`config.mk`:
```
export PLATFORM = sky130hd
export DESIGN_NAME = motor_command_frame_receiver
export DESIGN_NICKNAME = d
export VERILOG_FILES = /design/src/hw/rtl/mcfr_pkg.sv /design/src/hw/rtl/mcfr_front.sv /design/src/hw/rtl/mcfr_queue.sv /design/src/hw/rtl/mcfr_back.sv /design/src/hw/rtl/motor_command_frame_receiver.sv
export SDC_FILE = /design/constraint.sdc
export NUM_CORES = 1
export LEC_CHECK = 0
export BUFFER_PORTS_ARGS = -buffer_cell sky130_fd_sc_hd__buf_4
export CAP_MARGIN = 20
export CELL_PAD_IN_SITES_DETAIL_PLACEMENT = 1
export CELL_PAD_IN_SITES_GLOBAL_PLACEMENT = 1
export CORE_ASPECT_RATIO = 1.4
export CORE_MARGIN = 2
export CORE_UTILIZATION = 50
export DETAILED_ROUTE_END_ITERATION = 10
export PLACE_DENSITY_LB_ADDON = 0.1
export RECOVER_POWER = 50
export SLEW_MARGIN = 20
export SYNTH_ARGS = -nofsm -noshare
export SYNTH_HDL_FRONTEND = slang
export SYNTH_SLANG_ARGS = --single-unit
```
`constraint.sdc`:
```
create_clock -name i_clk -period 8.6 [get_ports i_clk]
set_clock_uncertainty 0.05 [all_clocks]
set_input_delay 0.43 -clock i_clk [delete_from_list [all_inputs] [get_ports i_clk]]
set_output_delay 0.43 -clock i_clk [all_outputs]
set_load 0.03 [all_outputs]
```
`src/hw/rtl/mcfr_pkg.sv`:
```
// Shared types and constants for the motor command frame receiver.
// No dependencies; imported by every module of the block.
package mcfr_pkg;

    localparam logic [7:0] START_BYTE  = 8'hAA;
    localparam logic [7:0] END_BYTE    = 8'h0A;
    localparam logic [3:0] LAST_POS    = 4'd11;
    localparam logic [3:0] CHECK_SLOT  = 4'd9;
    localparam int         FRAME_SLOTS = 10;
    localparam logic [15:0] IDLE_MAX   = 16'hFFFF;

    // Opcode carried in the input tuser.
    localparam logic OP_BYTE = 1'b0;
    localparam logic OP_TICK = 1'b1;

    // Result kinds carried in the output tuser.
    localparam logic [1:0] KIND_SPEED     = 2'd0;
    localparam logic [1:0] KIND_DAC       = 2'd1;
    localparam logic [1:0] KIND_STOP_MODE = 2'd2;
    localparam logic [1:0] KIND_STOP_TIME = 2'd3;

    // Configuration register indexes.
    localparam logic [1:0] CFG_CLOSED_LOOP = 2'd0;
    localparam logic [1:0] CFG_MANUAL_DAC  = 2'd1;
    localparam logic [1:0] CFG_TIMEOUT     = 2'd2;

    localparam logic [7:0]  CLOSED_LOOP_RST = 8'd0;
    localparam logic [7:0]  MANUAL_DAC_RST  = 8'd1;
    localparam logic [15:0] TIMEOUT_RST     = 16'd100;

    // Event passed from the parser to the command unit.
    typedef struct packed {
        logic        is_frame;  // 1: valid frame, 0: millisecond tick
        logic [7:0]  mode;
        logic [63:0] values;    // value_one in the lowest 16 bits
    } t_event;

endpackage

```
`src/hw/rtl/mcfr_front.sv`:
```
// Frame parser: hunts for the start byte, stores the frame and checks it.
// Depends on mcfr_pkg; feeds events into mcfr_queue.
module mcfr_front (
    input  logic            i_clk,
    input  logic            i_rst_n,
    input  logic            i_accept,
    input  logic            i_op,
    input  logic [7:0]      i_byte,
    output logic            o_push,
    output mcfr_pkg::t_event o_event
);
    import mcfr_pkg::*;

    logic [3:0] r_pos, n_pos;
    logic [7:0] r_sum, n_sum;
    logic [7:0] r_frame [FRAME_SLOTS];
    logic [3:0] slot;
    logic       frame_ok;

    assign slot     = r_pos - 4'd1;
    assign frame_ok = (i_byte == END_BYTE) && (r_frame[CHECK_SLOT] == r_sum);

    always_comb begin
        n_pos  = r_pos;
        n_sum  = r_sum;
        o_push = 1'b0;
        if (i_accept) begin
            if (i_op == OP_TICK) begin
                o_push = 1'b1;
            end else if (r_pos == 4'd0) begin
                if (i_byte == START_BYTE) begin
                    n_pos = 4'd1;
                    n_sum = 8'd0;
                end
            end else if (r_pos < LAST_POS) begin
                if (slot < CHECK_SLOT) begin
                    n_sum = r_sum + i_byte;
                end
                n_pos = r_pos + 4'd1;
            end else begin
                n_pos  = 4'd0;
                o_push = frame_ok;
            end
        end
    end

    always_comb begin
        o_event.is_frame = (i_op == OP_BYTE);
        o_event.mode     = r_frame[0];
        o_event.values   = {r_frame[8], r_frame[7], r_frame[6], r_frame[5],
                            r_frame[4], r_frame[3], r_frame[2], r_frame[1]};
    end

    always_ff @(posedge i_clk) begin
        if (!i_rst_n) begin
            r_pos <= 4'd0;
            r_sum <= 8'd0;
        end else begin
            r_pos <= n_pos;
            r_sum <= n_sum;
        end
    end

    // Frame storage needs no reset: a slot is always written before it is read.
    always_ff @(posedge i_clk) begin
        if (i_accept && (i_op == OP_BYTE) && (r_pos != 4'd0) && (r_pos < LAST_POS)) begin
            r_frame[slot] <= i_byte;
        end
    end

endmodule

```
`src/hw/rtl/mcfr_queue.sv`:
```
// Short event queue between the frame parser and the command unit.
// Depends on mcfr_pkg for the event type.
module mcfr_queue #(
    parameter int DEPTH = 2
) (
    input  logic             i_clk,
    input  logic             i_rst_n,
    input  logic             i_push,
    input  mcfr_pkg::t_event i_event,
    input  logic             i_pop,
    output logic             o_full,
    output logic             o_valid,
    output mcfr_pkg::t_event o_event
);
    import mcfr_pkg::*;

    localparam int PW = (DEPTH > 1) ? $clog2(DEPTH) : 1;
    localparam int CW = $clog2(DEPTH + 1);

    t_event        r_mem [DEPTH];
    logic [PW-1:0] r_wr, r_rd;
    logic [CW-1:0] r_count;
    logic          do_push, do_pop;

    assign o_full  = (r_count == CW'(DEPTH));
    assign o_valid = (r_count != '0);
    assign o_event = r_mem[r_rd];
    assign do_push = i_push && !o_full;
    assign do_pop  = i_pop && o_valid;

    always_ff @(posedge i_clk) begin
        if (!i_rst_n) begin
            r_wr    <= '0;
            r_rd    <= '0;
            r_count <= '0;
        end else begin
            if (do_push) begin
                r_wr <= (r_wr == PW'(DEPTH - 1)) ? '0 : r_wr + PW'(1);
            end
            if (do_pop) begin
                r_rd <= (r_rd == PW'(DEPTH - 1)) ? '0 : r_rd + PW'(1);
            end
            case ({do_push, do_pop})
                2'b10:   r_count <= r_count + CW'(1);
                2'b01:   r_count <= r_count - CW'(1);
                default: r_count <= r_count;
            endcase
        end
    end

    always_ff @(posedge i_clk) begin
        if (do_push) begin
            r_mem[r_wr] <= i_event;
        end
    end

endmodule

```
`src/hw/rtl/mcfr_back.sv`:
```
// Command unit: idle timer, timeout stop, mode decode and output register.
// Depends on mcfr_pkg; drains events from mcfr_queue.
module mcfr_back (
    input  logic             i_clk,
    input  logic             i_rst_n,
    input  logic             i_cfg_we,
    input  logic [1:0]       i_cfg_index,
    input  logic [15:0]      i_cfg_data,
    input  logic             i_q_valid,
    input  mcfr_pkg::t_event i_event,
    output logic             o_pop,
    output logic             o_valid,
    input  logic             i_ready,
    output logic [1:0]       o_kind,
    output logic [63:0]      o_data
);
    import mcfr_pkg::*;

    logic [7:0]  r_closed_code, r_dac_code;
    logic [15:0] r_timeout;
    logic [15:0] r_idle, n_idle;
    logic        r_timed_out, n_timed_out;
    logic        r_valid, n_valid;
    logic [1:0]  r_kind, n_kind;
    logic [63:0] r_data, n_data;
    logic        emit;
    logic [15:0] idle_inc;

    assign o_pop    = i_q_valid && (!r_valid || i_ready);
    assign idle_inc = (r_idle == IDLE_MAX) ? r_idle : r_idle + 16'd1;

    always_comb begin
        n_idle      = r_idle;
        n_timed_out = r_timed_out;
        n_kind      = r_kind;
        n_data      = r_data;
        emit        = 1'b0;
        if (o_pop) begin
            if (i_event.is_frame) begin
                n_idle      = 16'd0;
                n_timed_out = 1'b0;
                emit        = 1'b1;
                n_data      = i_event.values;
                if (i_event.mode == r_closed_code) begin
                    n_kind = KIND_SPEED;
                end else if (i_event.mode == r_dac_code) begin
                    n_kind = KIND_DAC;
                end else begin
                    n_kind = KIND_STOP_MODE;
                    n_data = 64'd0;
                end
            end else begin
                n_idle = idle_inc;
                if (!r_timed_out && (idle_inc > r_timeout)) begin
                    n_timed_out = 1'b1;
                    emit        = 1'b1;
                    n_kind      = KIND_STOP_TIME;
                    n_data      = 64'd0;
                end
            end
        end
        if (emit) begin
            n_valid = 1'b1;
        end else if (i_ready) begin
            n_valid = 1'b0;
        end else begin
            n_valid = r_valid;
        end
    end

    always_ff @(posedge i_clk) begin
        if (!i_rst_n) begin
            r_closed_code <= CLOSED_LOOP_RST;
            r_dac_code    <= MANUAL_DAC_RST;
            r_timeout     <= TIMEOUT_RST;
            r_idle        <= 16'd0;
            r_timed_out   <= 1'b0;
            r_valid       <= 1'b0;
        end else begin
            if (i_cfg_we) begin
                case (i_cfg_index)
                    CFG_CLOSED_LOOP: r_closed_code <= i_cfg_data[7:0];
                    CFG_MANUAL_DAC:  r_dac_code    <= i_cfg_data[7:0];
                    CFG_TIMEOUT:     r_timeout     <= i_cfg_data;
                    default:         ;
                endcase
            end
            r_idle      <= n_idle;
            r_timed_out <= n_timed_out;
            r_valid     <= n_valid;
        end
    end

    always_ff @(posedge i_clk) begin
        r_kind <= n_kind;
        r_data <= n_data;
    end

    assign o_valid = r_valid;
    assign o_kind  = r_kind;
    assign o_data  = r_data;

endmodule

```
`src/hw/rtl/motor_command_frame_receiver.sv`:
```
// Top level of the motor command frame receiver: parser, event queue, command unit.
// Depends on mcfr_pkg, mcfr_front, mcfr_queue and mcfr_back.
//
//  Channel   Direction  Beat contents (lowest bit first)
//  s_axis    in         tuser: op; tdata: data_byte
//  m_axis    out        tuser: kind; tdata: value_one, value_two, value_three, value_four
//  cfg       in         i_cfg_index selects register, i_cfg_data holds its value
//
// One input beat is taken per cycle while the event queue has room.
// A command enters the event queue when the beat that ends its frame, or the tick that
// causes it, is accepted, and moves on to the output register driving m_axis once no
// earlier command waits there. Output stalls back up through both into s_axis_tready.
// Synchronous active-low reset clears the parser, the queue and the idle timer.
module motor_command_frame_receiver #(
    parameter int QUEUE_DEPTH = 2
) (
    input  logic        i_clk,
    input  logic        i_rst_n,
    input  logic        i_cfg_we,
    input  logic [1:0]  i_cfg_index,
    input  logic [15:0] i_cfg_data,
    input  logic        s_axis_tvalid,
    output logic        s_axis_tready,
    input  logic [7:0]  s_axis_tdata,   // [7:0] data_byte
    input  logic        s_axis_tuser,   // [0] op
    output logic        m_axis_tvalid,
    input  logic        m_axis_tready,
    output logic [63:0] m_axis_tdata,   // value_one, value_two, value_three, value_four
    output logic [1:0]  m_axis_tuser    // [1:0] kind
);
    import mcfr_pkg::*;

    logic   accept, push, pop, q_full, q_valid;
    t_event ev_in, ev_out;

    assign s_axis_tready = !q_full;
    assign accept        = s_axis_tvalid && !q_full;

    mcfr_front u_front (
        .i_clk    (i_clk),
        .i_rst_n  (i_rst_n),
        .i_accept (accept),
        .i_op     (s_axis_tuser),
        .i_byte   (s_axis_tdata),
        .o_push   (push),
        .o_event  (ev_in)
    );

    mcfr_queue #(.DEPTH(QUEUE_DEPTH)) u_queue (
        .i_clk   (i_clk),
        .i_rst_n (i_rst_n),
        .i_push  (push),
        .i_event (ev_in),
        .i_pop   (pop),
        .o_full  (q_full),
        .o_valid (q_valid),
        .o_event (ev_out)
    );

    mcfr_back u_back (
        .i_clk       (i_clk),
        .i_rst_n     (i_rst_n),
        .i_cfg_we    (i_cfg_we),
        .i_cfg_index (i_cfg_index),
        .i_cfg_data  (i_cfg_data),
        .i_q_valid   (q_valid),
        .i_event     (ev_out),
        .o_pop       (pop),
        .o_valid     (m_axis_tvalid),
        .i_ready     (m_axis_tready),
        .o_kind      (m_axis_tuser),
        .o_data      (m_axis_tdata)
    );

endmodule
```
==> run metrics <==
Most used DFF post-synth edfxtp_1; Hold-fix buffers, CTS 0; routed vias 8007; Worst-Margin Slew 3.14 ns; EDFF count, synth 292; # diodes 0; crit-path most repeated cell clkbuf_1; DR WL/cell 20.4 um; Iteration-0 DRC Markers 265; DR vias/cell 5.45; Startpoint Class register; routability cong. 0.827; TritonCTS Sinks 359; r2r endpoint u_back.o_data[34]; status finished, violations left; Die Span Y 202 um; final wirelength 29900 um; CP required 8.67 ns; TNS Setup 0 ns; Synth async-reset ratio 0%; final hold violation count 0; failing checks max-capacitance violations, max-slew violations; CP Cell Sequence mux2i_1 -> clkbuf_1 -> a21o_2 -> clkbuf_1 -> nor2_1; Die X 146 um; power density cells 267 mW/mm2; CTS max path bufs 3; largest net degree at the start of global routing 74; wire length on met2 16100 um; Finished Core Util 58.1%; DP HPWL 19200 um; post-synth cell types 62; Num CTS Buffers 35; post_cts resized 0; CTS root buf clkbuf_16; vias in the first global route 8449; area added between synthesis and finish 14.3%; number of I/O port buffers 99; Period minus WS final 5.66 ns; CP peak stage delay 2.16 ns; Synth top area share 62.6%; Critical Path End Type register; final worst path period share 65.8%; drc violations 0; post-synthesis sequential area ratio 72.1%; LEAKAGE 5.40 nW; HP Start i_cfg_data[10]; first-pass GRT wire length 46400 um; RSZ-0062 raised after global routing no; cell taking the most area after synthesis edfxtp_1; routed wl met3 1070 um; FP Rows 72; Post-DRT Antenna Nets 0; TritonCTS clock tree built; Placeable Area 0.0276 mm2; Overflow after GRT 0; HP Class input pin to register; top post-synthesis cells by area edfxtp_1, dfxtp_1, mux2i_1; Ys Warns 0; Synthesized Nets 1023; Fmax 0.177 GHz; layout cell share with drive strength beyond 1 8.20%; gr usage total 20.5%; Post-CTS Setup Inserts 0; mean post-synth cell area 14.6 um2; critical path peak fanout 65; I/O pin count 100; Top delay family on crit path buffers and inverters; sink of the worst hold path u_back.r_timeout[10]; worst reg2reg setup slack 2.94 ns; Post-Syn Instances 959; worst vdd ir 0.000181 V; Nets 1136; slowest CP cell clkbuf_1; CTS clk-pin slew, worst paths 0.06 ns; final setup fails 0; number of antenna violations at the first check in global routing 0; critical path type register to register; slew margin rel. -110%; die footprint 0.0294 mm2; highest routed layer met4; fill cell count 2758; WP buf/inv 2; initial core utilization 50.8%; max_cap viols 3; M1 wire length 11700 um; hold path cells 3; H-tree depth 2; First-pass DRT Iterations 4; Clock Latency Late Sink 0.52 ns; #FFs+latches synth 359; Max Slew Vio Count 147; Worst R2R Path Depth 5; Arrival @ worst endpoint 5.73 ns; Netlist Area Pre-Place 0.0140 mm2
[routing by layer]
| layer | vias up | GRT usage (%) |
|---|---|---|
| li1 | 3747 | - |
| met1 | 4032 | 22.8 |
| met2 | 168 | 38.8 |
| met3 | 60 | 3.63 |
| met4 | 0 | 7.98 |
| met5 | - | 0 |
[metrics by stage]
step	instance area, um2	worst slack, ns	cells	hold WS (ns)	total power [W]
final	16000	2.94	1468	0.108	0.00427
after floorplan	14000	2.25	959	0.371	0.00256
after CTS	16300	4.17	1467	0.0895	0.00435
after detailed placement	15100	4.20	1404	0.380	0.00279
after global routing	16000	2.36	1468	0.100	0.00443
after global placement	15100	4.24	1404	0.372	0.00277
[flip-flops by register name, summed over array words and instances (netlist names), 4 cells and up, named ones only]
signal                flops
u_back.r_timeout         16
u_back.r_dac_code         8
u_back.r_idle            16
u_front.r_pos             4
u_front.r_sum             8
u_back.r_closed_code      8
u_queue.r_mem           146
u_front.r_frame          80
u_back.o_data            64
[cell usage after synthesis (all sizes together) (3+ instances only)]
library cell  instances
nor3                 11
edfxtp              292
nand2                68
a21oi                40
a22o                  3
inv                  31
nor2                111
ha                   31
mux2i                90
nor2b                 4
a21o                  5
or3                   7
o211ai                6
buf                  17
a31oi                 3
and3                  8
clkbuf               16
nor3b                 4
o21ai                20
nand2b                4
a211oi                4
xor2                 16
o31ai                 3
nor4                 10
o21a                  8
nand4                 6
dfxtp                67
xnor2                28
nand3                13
[power breakdown]
| part | total (W) | switching (W) | internal (W) |
|---|---|---|---|
| clock network | 0.00158 | 0.000643 | 0.000934 |
| logic | 0.000618 | 0.000423 | 0.000195 |
| registers | 0.00208 | 0.0000682 | 0.00201 |
[tightest hold or removal path, delay by kind of cell]
kind                   cells  cell delay (ns)
buffers and inverters      1             0.11
AO/OA/AOI/OAI              1             0.05
AND/OR/NAND/NOR            1             0.05
[cell type report]
| cell class | instances | area [um2] | share of cell area (%) |
|---|---|---|---|
| clock buffers | 43 | 937 | 5.85 |
| clock inverters | 20 | 250 | 1.56 |
| inverters | 31 | 116 | 0.726 |
| multi-input cells | 536 | 3610 | 22.6 |
| flip-flops and latches | 359 | 10100 | 63.1 |
| well taps | 370 | 463 | 2.89 |
| repair buffers | 109 | 531 | 3.31 |
[kinds of logic after synthesis]
group	synth area share (%)
DFF	72.1
and+or+nand+nor	8.71
AOI/OAI and AO/OA	4.86
muxes	6.53
buffers and inverters	2.11
xor gates and xnor gates	2.75
adders and majority gates	2.91
[worst max-delay path by stage]
stage	cells after the start	to	slack [ns]	from
floorplan	13	u_back.o_data[0]	2.25	u_back.r_idle[0]
global placement	12	u_back.o_data[11]	4.24	u_back.r_idle[6]
detailed placement	12	u_back.o_data[39]	4.20	u_back.r_idle[6]
CTS	12	u_back.o_data[28]	4.17	u_back.r_idle[6]
global route	5	u_back.o_data[9]	2.36	register
finish	5	u_back.o_data[34]	2.94	register
[placed cells by master (no fill, tap or decap), drive strengths merged, types with 27 or more instances in the layout]
master,count
inv,32
nor2,111
edfxtp,292
dfxtp,67
ha,31
nand2,68
mux2i,90
clkbuf,125
buf,27
a21oi,40
xnor2,28
(Power assumes the default switching activity.)
